$ cat src/hw/rtl/rkx_pkg.sv
// ----------------------------------------------------------------------------
// rkx_pkg
// Shared types and constants for the rolling key XOR stream cipher.
// ----------------------------------------------------------------------------
package rkx_pkg;

  // Input item kinds
  localparam logic KIND_KEY  = 1'b0;
  localparam logic KIND_DATA = 1'b1;

  // Key length register lower limit and reset value
  localparam logic [7:0] KEY_LEN_MIN   = 8'd2;
  localparam logic [7:0] KEY_LEN_RESET = 8'd2;

  // Sequencer states
  typedef enum logic [2:0] {
    ST_IDLE,
    ST_SUM,
    ST_DIV,
    ST_UPD,
    ST_WRAP,
    ST_DONE
  } rkx_state_e;

endpackage

$ cat src/hw/rtl/rkx_ram.sv
// ----------------------------------------------------------------------------
// rkx_ram
// Generic single write port, single read port RAM with registered read.
// ----------------------------------------------------------------------------
module rkx_ram #(
  parameter int WIDTH = 8,
  parameter int DEPTH = 128
) (
  input  logic                     clk_i,
  input  logic                     we_i,
  input  logic [$clog2(DEPTH)-1:0] waddr_i,
  input  logic [WIDTH-1:0]         wdata_i,
  input  logic [$clog2(DEPTH)-1:0] raddr_i,
  output logic [WIDTH-1:0]         rdata_o
);

  logic [WIDTH-1:0] mem [DEPTH];
  logic [WIDTH-1:0] rdata_q;

  // Write port
  always_ff @(posedge clk_i) begin
    if (we_i) begin
      mem[waddr_i] <= wdata_i;
    end
  end

  // Registered read port
  always_ff @(posedge clk_i) begin
    rdata_q <= mem[raddr_i];
  end

  assign rdata_o = rdata_q;

endmodule

$ cat src/hw/rtl/rkx_avg_div.sv
// ----------------------------------------------------------------------------
// rkx_avg_div
// Iterative restoring divider: signed key sum over key length, truncated
// toward zero, one quotient bit per cycle.
// ----------------------------------------------------------------------------
module rkx_avg_div #(
  parameter int SW = 15
) (
  input  logic                 clk_i,
  input  logic                 rst_ni,
  input  logic                 start_i,
  input  logic signed [SW-1:0] sum_i,
  input  logic [7:0]           len_i,
  output logic                 done_o,
  output logic [7:0]           avg_o
);

  localparam int CNTW = $clog2(SW);

  logic            busy_q;
  logic            done_q;
  logic [CNTW-1:0] cnt_q;
  logic            neg_q;
  logic [SW-1:0]   dvd_q;
  logic [SW-1:0]   quo_q;
  logic [7:0]      rem_q;
  logic [SW-1:0]   mag;
  logic [8:0]      rem_sh;
  logic            ge;
  logic [8:0]      rem_sub;
  logic [7:0]      quo_lo;

  // Magnitude of the dividend
  assign mag = sum_i[SW-1] ? (~sum_i + SW'(1)) : sum_i;

  // One restoring step
  assign rem_sh  = {rem_q, dvd_q[SW-1]};
  assign ge      = (rem_sh >= {1'b0, len_i});
  assign rem_sub = rem_sh - {1'b0, len_i};

  // Control: count steps, pulse done after the last one
  always_ff @(posedge clk_i or negedge rst_ni) begin
    if (!rst_ni) begin
      busy_q <= 1'b0;
      done_q <= 1'b0;
      cnt_q  <= '0;
    end else if (start_i) begin
      busy_q <= 1'b1;
      done_q <= 1'b0;
      cnt_q  <= '0;
    end else if (busy_q) begin
      cnt_q <= cnt_q + CNTW'(1);
      if (cnt_q == CNTW'(SW - 1)) begin
        busy_q <= 1'b0;
        done_q <= 1'b1;
      end
    end else begin
      done_q <= 1'b0;
    end
  end

  // Datapath: shift dividend, build quotient
  always_ff @(posedge clk_i) begin
    if (start_i) begin
      neg_q <= sum_i[SW-1];
      dvd_q <= mag;
      quo_q <= '0;
      rem_q <= '0;
    end else if (busy_q) begin
      dvd_q <= {dvd_q[SW-2:0], 1'b0};
      quo_q <= {quo_q[SW-2:0], ge};
      rem_q <= ge ? rem_sub[7:0] : rem_sh[7:0];
    end
  end

  // Restore the sign; the quotient magnitude never exceeds 128
  assign quo_lo = quo_q[7:0];
  assign avg_o  = neg_q ? (~quo_lo + 8'd1) : quo_lo;
  assign done_o = done_q;

endmodule

$ cat src/hw/rtl/rolling_key_xor_stream_cipher.sv
// ----------------------------------------------------------------------------
// rolling_key_xor_stream_cipher
// Self-inverse XOR stream cipher with a key rewritten at every data byte.
// ----------------------------------------------------------------------------
// Key load: no result. Data byte: each key entry is read and rewritten, the
//   first entry wrapped to the last position, then the result registered; the
//   first data byte after a restart adds an averaging pass over the key and a
//   divider run before the update. No new input is taken until then.
// The key RAM takes one read and one write per key entry in the update pass.
// Reset clears control, key length to 2 and the average; the key RAM is not
//   cleared and entries are undefined until loaded.
module rolling_key_xor_stream_cipher
  import rkx_pkg::*;
#(
  parameter int MAX_KEY     = 128,
  parameter int CHUNK_BYTES = 100000
) (
  input  logic       clk_i,
  input  logic       rst_ni,
  // input channel
  input  logic       in_valid_i,
  output logic       in_stall_o,
  input  logic       kind_i,
  input  logic [6:0] key_index_i,
  input  logic [7:0] value_i,
  // output channel
  output logic       out_valid_o,
  input  logic       out_stall_i,
  output logic [7:0] out_byte_o,
  // configuration channel
  input  logic       cfg_valid_i,
  output logic       cfg_ready_o,
  input  logic [7:0] cfg_data_i
);

  localparam int AW  = $clog2(MAX_KEY);
  localparam int CW  = AW + 1;
  localparam int SW  = AW + 8;
  localparam int CHW = $clog2(CHUNK_BYTES + 1);

  rkx_state_e state_q, state_d;

  logic [7:0]     len_q;
  logic [8:0]     len_ext;
  logic [8:0]     len_m1;
  logic           avg_rdy_q;
  logic [7:0]     avg_q;
  logic [CHW-1:0] chunk_q;
  logic [CHW:0]   chunk_inc;
  logic [AW-1:0]  sel_q;
  logic [CW-1:0]  rd_cnt_q;
  logic           rvld_q;
  logic [CW-1:0]  ridx_q;
  logic [CW-1:0]  wr_idx;
  logic [7:0]     first_q;
  logic [7:0]     prev_q;
  logic [7:0]     res_q;
  logic [7:0]     data_q;
  logic signed [SW-1:0] sum_q;
  logic signed [SW-1:0] sum_d;
  logic [7:0]     out_byte_q;
  logic           out_valid_q;

  logic           in_acc;
  logic           key_ld;
  logic           data_acc;
  logic           cfg_wr;
  logic           cfg_ok;
  logic           restart;
  logic           issue_rd;
  logic           rd_last;
  logic           out_free;
  logic           div_start;
  logic           div_done;
  logic [7:0]     div_avg;
  logic [7:0]     new_val;

  logic           ram_we;
  logic [AW-1:0]  ram_waddr;
  logic [7:0]     ram_wdata;
  logic [7:0]     ram_rdata;

  // Handshake decode
  assign in_acc   = in_valid_i && !in_stall_o;
  assign key_ld   = in_acc && (kind_i == KIND_KEY);
  assign data_acc = in_acc && (kind_i == KIND_DATA);
  assign cfg_wr   = cfg_valid_i && cfg_ready_o;
  assign cfg_ok   = (cfg_data_i >= KEY_LEN_MIN) && (9'(cfg_data_i) <= 9'(MAX_KEY));
  assign restart  = key_ld || (cfg_wr && cfg_ok);
  assign out_free = !out_valid_q || !out_stall_i;

  // Key walk helpers
  assign len_ext = {1'b0, len_q};
  assign len_m1  = len_ext - 9'd1;
  assign rd_last = rvld_q && (9'(ridx_q) == len_m1);
  assign wr_idx  = ridx_q - CW'(1);
  assign new_val = avg_q + prev_q - ram_rdata;
  assign sum_d   = sum_q + {{(SW-8){ram_rdata[7]}}, ram_rdata};

  // Next state
  always_comb begin
    state_d = state_q;
    case (state_q)
      ST_IDLE: begin
        if (data_acc) begin
          state_d = avg_rdy_q ? ST_UPD : ST_SUM;
        end
      end
      ST_SUM: begin
        if (rd_last) begin
          state_d = ST_DIV;
        end
      end
      ST_DIV: begin
        if (div_done) begin
          state_d = ST_UPD;
        end
      end
      ST_UPD: begin
        if (rd_last) begin
          state_d = ST_WRAP;
        end
      end
      ST_WRAP: begin
        state_d = ST_DONE;
      end
      ST_DONE: begin
        if (out_free) begin
          state_d = ST_IDLE;
        end
      end
      default: begin
        state_d = ST_IDLE;
      end
    endcase
  end

  // Control outputs
  always_comb begin
    in_stall_o  = 1'b1;
    cfg_ready_o = 1'b0;
    issue_rd    = 1'b0;
    div_start   = 1'b0;
    ram_we      = 1'b0;
    ram_waddr   = wr_idx[AW-1:0];
    ram_wdata   = new_val;
    case (state_q)
      ST_IDLE: begin
        // Hold input while a key length write is offered
        in_stall_o  = cfg_valid_i;
        cfg_ready_o = 1'b1;
        ram_we      = key_ld && (9'(key_index_i) < 9'(MAX_KEY));
        ram_waddr   = AW'(key_index_i);
        ram_wdata   = value_i;
      end
      ST_SUM: begin
        issue_rd  = 9'(rd_cnt_q) < len_ext;
        div_start = rd_last;
      end
      ST_UPD: begin
        issue_rd = 9'(rd_cnt_q) < len_ext;
        ram_we   = rvld_q && (ridx_q != '0);
      end
      ST_WRAP: begin
        ram_we    = 1'b1;
        ram_waddr = len_m1[AW-1:0];
        ram_wdata = first_q;
      end
      default: begin
        in_stall_o = 1'b1;
      end
    endcase
  end

  // Control registers
  always_ff @(posedge clk_i or negedge rst_ni) begin
    if (!rst_ni) begin
      state_q     <= ST_IDLE;
      len_q       <= KEY_LEN_RESET;
      avg_rdy_q   <= 1'b0;
      avg_q       <= '0;
      chunk_q     <= '0;
      sel_q       <= '0;
      rd_cnt_q    <= '0;
      rvld_q      <= 1'b0;
      out_valid_q <= 1'b0;
    end else begin
      state_q <= state_d;

      // Key length write
      if (cfg_wr && cfg_ok) begin
        len_q <= cfg_data_i;
      end

      // Restart the stream, or take the fresh average
      if (restart) begin
        avg_rdy_q <= 1'b0;
        chunk_q   <= '0;
        sel_q     <= '0;
      end else if (div_done) begin
        avg_rdy_q <= 1'b1;
        avg_q     <= div_avg;
      end

      // Read address walk
      rvld_q <= issue_rd;
      if (issue_rd) begin
        rd_cnt_q <= rd_cnt_q + CW'(1);
      end else if (state_q != ST_SUM && state_q != ST_UPD) begin
        rd_cnt_q <= '0;
      end

      // Present the result and advance the positions
      if (state_q == ST_DONE && out_free) begin
        out_valid_q <= 1'b1;
        if (chunk_inc == (CHW+1)'(CHUNK_BYTES)) begin
          chunk_q <= '0;
          sel_q   <= '0;
        end else begin
          chunk_q <= chunk_inc[CHW-1:0];
          sel_q   <= (9'(sel_q) + 9'd1 == len_m1) ? '0 : sel_q + AW'(1);
        end
      end else if (out_valid_q && !out_stall_i) begin
        // Drop a taken result
        out_valid_q <= 1'b0;
      end
    end
  end

  assign chunk_inc = {1'b0, chunk_q} + (CHW+1)'(1);

  // Payload registers
  always_ff @(posedge clk_i) begin
    ridx_q <= rd_cnt_q;
    if (data_acc) begin
      data_q <= value_i;
    end
    // Accumulate the signed key sum
    if (state_q == ST_IDLE) begin
      sum_q <= '0;
    end else if (state_q == ST_SUM && rvld_q) begin
      sum_q <= sum_d;
    end
    // Chain the key update; capture the selected entry
    if (state_q == ST_UPD && rvld_q) begin
      if (ridx_q == '0) begin
        first_q <= ram_rdata;
        prev_q  <= ram_rdata;
      end else begin
        prev_q <= new_val;
        if (wr_idx[AW-1:0] == sel_q) begin
          res_q <= new_val;
        end
      end
    end
    if (state_q == ST_DONE && out_free) begin
      out_byte_q <= res_q ^ data_q;
    end
  end

  assign out_valid_o = out_valid_q;
  assign out_byte_o  = out_byte_q;

  // Key store
  rkx_ram #(
    .WIDTH (8),
    .DEPTH (MAX_KEY)
  ) u_key_ram (
    .clk_i   (clk_i),
    .we_i    (ram_we),
    .waddr_i (ram_waddr),
    .wdata_i (ram_wdata),
    .raddr_i (rd_cnt_q[AW-1:0]),
    .rdata_o (ram_rdata)
  );

  // Average divider
  rkx_avg_div #(
    .SW (SW)
  ) u_avg_div (
    .clk_i   (clk_i),
    .rst_ni  (rst_ni),
    .start_i (div_start),
    .sum_i   (sum_d),
    .len_i   (len_q),
    .done_o  (div_done),
    .avg_o   (div_avg)
  );

endmodule

$ cat config.mk
export PLATFORM = sky130hd
export DESIGN_NAME = rolling_key_xor_stream_cipher
export DESIGN_NICKNAME = d
export VERILOG_FILES = /design/src/hw/rtl/rkx_pkg.sv /design/src/hw/rtl/rkx_ram.sv /design/src/hw/rtl/rkx_avg_div.sv /design/src/hw/rtl/rolling_key_xor_stream_cipher.sv
export SDC_FILE = /design/constraint.sdc
export NUM_CORES = 1
export LEC_CHECK = 0
export BUFFER_PORTS_ARGS = -buffer_cell sky130_fd_sc_hd__buf_4
export CAP_MARGIN = 5
export CORE_ASPECT_RATIO = 0.7
export CORE_MARGIN = 2
export CORE_UTILIZATION = 45
export CTS_CLUSTER_DIAMETER = 200
export CTS_CLUSTER_SIZE = 20
export DETAILED_ROUTE_END_ITERATION = 7
export HOLD_SLACK_MARGIN = 0.08
export PLACE_DENSITY_LB_ADDON = 0.15
export REMOVE_ABC_BUFFERS = 1
export SKIP_CTS_REPAIR_TIMING = 1
export SLEW_MARGIN = 40
export SYNTH_ARGS = -nofsm -noshare
export SYNTH_HDL_FRONTEND = slang
export SYNTH_SLANG_ARGS = --single-unit
$ cat constraint.sdc
create_clock -name clk_i -period 8.35 [get_ports clk_i]
set_clock_uncertainty 0.2 [all_clocks]
set_input_delay 0.835 -clock clk_i [delete_from_list [all_inputs] [get_ports clk_i]]
set_output_delay 0.835 -clock clk_i [all_outputs]
set_load 0.01 [all_outputs]
==> results of run 1 <==
[cell type report]
type,instances,share of cell area [%]
flip-flops and latches,1187,64.5
inverters,62,0.430
clock inverters,6,0.111
repair buffers,87,1.51
well taps,1456,3.37
multi-input cells,1749,26.6
clock buffers,108,3.54
[layer usage]
| layer | vias to the layer above | routed length (um) | share of wire, % |
|---|---|---|---|
| met5 | - | 43 | 0.034 |
| met4 | 4 | 1970 | 1.5 |
| met3 | 134 | 10300 | 8.0 |
| met2 | 1089 | 54100 | 42 |
| met1 | 14600 | 61600 | 48 |
| li1 | 12300 | - | - |
[how the worst min path moves through the flow]
stage / endpoint / slack (ns)
floorplan: ridx_q[7] / 0.18
global placement: ridx_q[7] / 0.20
detailed placement: ridx_q[7] / 0.21
CTS: chunk_q[15] / -0.04
global route: data_q[0] / 0.12
finish: data_q[0] / 0.14
[registers in the layout, indices dropped and copies added (netlist names), 3 cells and up]
register / flops
u_key_ram.mem: 1024
chunk_q: 17
sum_q: 15
u_avg_div.dvd_q: 15
avg_q: 8
data_q: 8
first_q: 8
len_q: 8
out_byte_o: 8
prev_q: 8
rd_cnt_q: 8
res_q: 8
ridx_q: 8
u_avg_div.quo_q: 8
u_avg_div.rem_q: 8
u_key_ram.rdata_o: 8
sel_q: 7
u_avg_div.cnt_q: 4
state_q: 3
[Yosys cell counts, types with 18 or more instances]
cell and instances:
xor2_1 41, a21o_1 26, a211oi_1 41, o221ai_1 65, inv_1 61, dfrtp_1 59
mux2_2 79, mux2i_1 218, mux4_2 136, nor2_1 207, nand3_1 22, xnor2_1 48
o22ai_1 64, ha_1 46, dfxtp_1 47, edfxtp_1 1080, buf_2 28, o21ai_0 131
a21oi_1 186, nor3_1 18, nand2_1 217, buf_1 28, clkbuf_1 112
[cell families after synthesis]
family          after synthesis  synth area share (%)
compound gates              586                  7.45
xor+xnor                     92                  1.71
fa+ha+maj                    55                  1.52
buf+inv                     231                  1.82
flops                      1187                  69.9
mux                         433                  12.3
simple gates                583                  5.26
[per-stage QoR]
stage	power (mW)	TNS [ns]
after global placement	17.9	0
after floorplan	15.0	-104.23
final	21.8	0
after CTS	21.7	0
after detailed placement	18.3	0
after global routing	22.7	0
[power by group through the flow]
stage               combinational (mW)  sequential, mW  clock [mW]
finish                            8.35            9.93        3.50
detailed placement                8.22            10.1           0
CTS                               8.22            9.95        3.58
global route                      9.00            9.96        3.77
floorplan                         4.67            10.3           0
global placement                  7.80            10.1           0
==> impl_metrics.yaml, run 1 <==
outcome:
  outcome: "finished clean"
power:
  p_clk_share_pct: 16.1
  switchingPower_mw: 8.33
  p_int_mw: 13.5
  peakVddDrop_v: 0.000574
  seq_power_share_pct: 45.6
  swShare_pct: 38.2
  comb_power_share_pct: 38.3
  p_leak_nw: 17.2
  p_per_area_mw_per_mm2: 402
worst_setup_path:
  cpLargestDelayFamily: "simple AND/OR/NAND/NOR gates"
  critPathCaptureType: "flop"
  crit_fanout: 32
  regToRegStartpoint: "state_q[2]"
  critPathSlowestCell: "nor2_1"
  path_common_cell: "nor2b_1"
  cp_num_buf_inv: 2
  required_ns: 8.46
  reg2reg_to: "u_key_ram.mem[41][1]"
  crit_start: "state_q[2]"
  reg2reg_depth: 8
  cp-start-kind: "flop"
  cp-endpoint: "u_key_ram.mem[41][1]"
  cp.depth: 8
  cp.arrival_ns: 4.90
  cp_cell_sequence: "buf_4 > nor2b_1 > nand3_1 > inv_1 > a21oi_1 > nor2b_1 > nand2_4 > nor2_1"
  critical-path-max-stage-delay_ns: 0.76
  path_class: "flop to flop"
  r2r_slack_ns: 3.56
floorplanning:
  row_count: 102
  die-area_mm2: 0.114
  core_area_mm2: 0.110
  die_h_um: 282
  io_pins: 40
  die_w_um: 402
  start_util_pct: 45.2
placement:
  dp_slack_ns: 3.43
  dp_hpwl_um: 82700
  gp_congestion: 0.865
  port_buffers: 39
  placed_area_mm2: 0.0520
  dp.cells: 4538
clock_network:
  cts.reportedPaths.clkPinSlew_ns: 0.09
  clkLatencyLatePin_ns: 0.68
  htree_levels: 3
  tritoncts: "built"
  clock_sinks: 1187
  cts_buffers: 69
  cts_root_buf: "clkbuf_16"
  ctsLongestPathBuffers: 3
timing:
  min_period_over_period_pct: 57.4
  worst_slew_pin_slew_ns: 0.987
  setup_viol: 0
  report.final.slew_viol_count: 0
  rsz0062_at_grt: "no"
  slew_headroom_pct: 34.2
  layout_setup_ws_ns: 3.56
  whs_ns: 0.142
  max_freq_mhz: 209
  period_needed_ns: 4.79
  finalHoldViolCount: 0
synthesis:
  synth_cell_types: 82
  yosysTopAreaCellShare_pct: 65.0
  synth.avg_cell_area_um2: 15.7
  synth_seq_cells: 1187
  yosysTopAreaCell: "edfxtp_1"
  synthTopCellsByArea: "edfxtp_1 65%, mux4_2 6.1%, mux2i_1 4.4%, dfrtp_1 3.0%, dfxtp_1 1.9%"
  seq_area_frac_synth_pct: 69.9
  synth_edf_count: 1080
  async_reset_ff_share_pct: 5.05
  ys.warnings.count: 0
  netlist_instances: 3167
  synth_area_mm2: 0.0499
  synthFlopType: "edfxtp_1"
layout:
  final_cell_mix: "1080 x edfxtp_1, 218 x mux2i_1, 210 x nand2_1, 182 x a21oi_1, 182 x nor2_1"
  layout.nets: 3240
  n_antenna_cell: 0
  seq_area_mm2: 0.0349
  final_common_cell: "edfxtp_1"
  nFillCells: 9235
  utilization_pct: 49.1
  drive_above_1_share_pct: 14.6
  final_area_mm2: 0.0541
  area_growth_pct: 8.54
  multiInputGateArea_mm2: 0.0144
  final_cells: 4655
grt:
  grt_pass1_wl_um: 186000
  top_usage_layer: "met1"
  first_global_vias: 26800
  antenna_found_initial: 4
  grt.total_usage_pct: 22.4
  grt_max_degree: 97
  grtUsageMet3_pct: 4.61
  grt-ovfl-total: 0
  grt_use_met1_pct: 35.9
  grt_use_met2_pct: 31.5
hold_path:
  hp-start: "value_i[0]"
  hold_class: "input pin to flop"
  min_path_cells: 1
drt:
  post_drt_wl_per_cell_um: 27.5
  ant_nets: 0
  totalWireLength_um: 128000
  drc: 0
  vias: 28100
  drt-initial-drc-count: 3334
  vias_per_cell: 6.04
  first_pass_iters: 6
job:
  maxCapViolations: 0
Note: power is estimated with default switching activity, not from simulation.
==> run 2: changes to the inputs <==
clock period = 3.9 ns   (was 8.35 ns; I/O delays follow)
==> run 2 against run 1 <==
Effect of this change:
- first-iteration DRC count shrank 4.0%
- total power grew 120%
- sequential share of layout area shrank 2.5 points
- design area grew 4.0%
- critical path type unchanged
- highest routed layer is now met4
==> impl_metrics.yaml, run 2 (synthesis results as in run 1) <==
timing:
  tns_ns: 0
  finalHoldViolCount: 0
  max_freq_mhz: 272
  report.final.slew_viol_count: 0
  period_needed_ns: 3.67
  worst_slew_pin_slew_ns: 1.04
  min_period_over_period_pct: 94.2
  setup_viol: 0
  slew_headroom_pct: 29.7
drt:
  vias_per_cell: 5.89
  totalWireLength_um: 127000
  first_pass_iters: 7
  drt-initial-drc-count: 3201
  ant_nets: 0
  drc: 0
  vias: 28900
  post_drt_wl_per_cell_um: 25.8
grt:
  antenna_found_initial: 1
  grt.total_usage_pct: 22.1
  first_global_vias: 27900
  grt_pass1_wl_um: 185000
  grt-ovfl-total: 0
  grt_max_degree: 129
hold_path:
  hold_class: "input pin to async pin"
clock_network:
  clkLatencyLatePin_ns: 0.67
  cts.reportedPaths.clkPinSlew_ns: 0.09
  htree_levels: 3
  ctsLongestPathBuffers: 3
  clock_sinks: 1187
  tritoncts: "built"
  cts_buffers: 69
  cts_root_buf: "clkbuf_16"
worst_setup_path:
  critPathCaptureType: "flop"
  path_class: "flop to flop"
  cp-start-kind: "flop"
  crit_fanout: 40
  cp.arrival_ns: 3.96
  required_ns: 4.19
  r2r_slack_ns: 0.23
floorplanning:
  die_h_um: 282
  row_count: 102
  die-area_mm2: 0.114
  start_util_pct: 45.2
  die_w_um: 402
  core_area_mm2: 0.110
  io_pins: 40
power:
  p_leak_nw: 18.6
  p_int_mw: 29.9
  swShare_pct: 37.3
  seq_power_share_pct: 44.0
  p_clk_share_pct: 15.6
  switchingPower_mw: 17.8
  p_per_area_mw_per_mm2: 846
  comb_power_share_pct: 40.4
  peakVddDrop_v: 0.00294
  p_total_mw: 47.6
outcome:
  outcome: "finished clean"
layout:
  final_cell_mix: "1080 x edfxtp_1, 292 x buf_4, 218 x mux2i_1, 216 x nand2_1, 206 x nor2_1"
  final_area_mm2: 0.0563
  nFillCells: 9004
  top_regs: "u_key_ram.mem (1024), chunk_q (17)"
  largest_reg_flops: 1024
  utilization_pct: 51.1
  top_register: "u_key_ram.mem"
  drive_above_1_share_pct: 19.4
  n_antenna_cell: 0
  area_growth_pct: 12.9
  layout.nets: 3502
  final_common_cell: "edfxtp_1"
placement:
  gp_congestion: 0.878
  port_buffers: 39
  placed_area_mm2: 0.0540
  dp_hpwl_um: 82500
job:
  maxCapViolations: 0
## run 2: cell count changes in the layout (fill, tap and decap cells not counted), sizes merged
cell / change
clkinv: +1
dlygate4sd3: +17
clkbuf: -10
buf: +243
inv: -2
## run 2: layout make-up
type                            count  area (um^2)  area share (%)
Multi-Input combinational cell   1749        14200            25.3
Inverter                           62          233           0.413
Tap cell                         1456         1820            3.24
Sequential cell                  1187        34900            62.0
Clock inverter                      5         58.8           0.104
Clock buffer                       96         1890            3.36
Timing Repair Buffer              349         3160            5.62
## run 2: power groups by stage
stage	sequential, mW	clock [mW]	combinational [mW]
after floorplan	18.7	0	7.48
after global placement	21.2	0	18.1
after detailed placement	21.2	0	18.7
after CTS	20.9	7.60	18.7
after global routing	21.0	8.03	20.8
final	21.0	7.42	19.2
## run 2: worst paths after layout
path / from / to / cells past startpoint
max: avg_q[1] / u_key_ram.mem[47][7] / 13
min: rst_ni / chunk_q[6] / 2
max reg2reg: avg_q[1] / u_key_ram.mem[47][7] / 13
min reg2reg: rd_cnt_q[7] / ridx_q[7] / 0
max in group asynchronous: rst_ni / rd_cnt_q[0] / 2
min in group clk_i: kind_i / avg_rdy_q / 5
## run 2: metal layers
layer	wire (um)	GRT usage [%]	up-vias	share of wire (%)
li1	-	-	12800	-
met1	58900	34.1	14800	47
met2	54200	31.8	1142	43
met3	11400	5.28	146	9.0
met4	2180	4.28	0	1.7
met5	0	0	-	0
## run 2: stage by stage
step                      worst slack (ns)  hold WS [ns]  instances
after floorplan                     -10.61        -0.106       2998
after global placement               0.142         0.210       4781
after detailed placement             0.157         0.210       4782
after CTS                           0.0797        -0.391       4883
after global routing              -0.00253        0.0833       4904
final                                0.227        0.0725       4904
## run 2: critical path, stage by stage, from the launching register on
cell,delay [ns]
dfrtp_1,0.35
inv_1,0.06
fa_1,0.57
inv_1,0.06
ha_1,0.26
a21o_1,0.18
a21oi_1,0.22
nor2b_1,0.07
o21a_1,0.21
o41ai_4,0.27
xnor2_2,0.13
xnor2_2,0.23
o21a_4,0.34
clkbuf_16,0.31
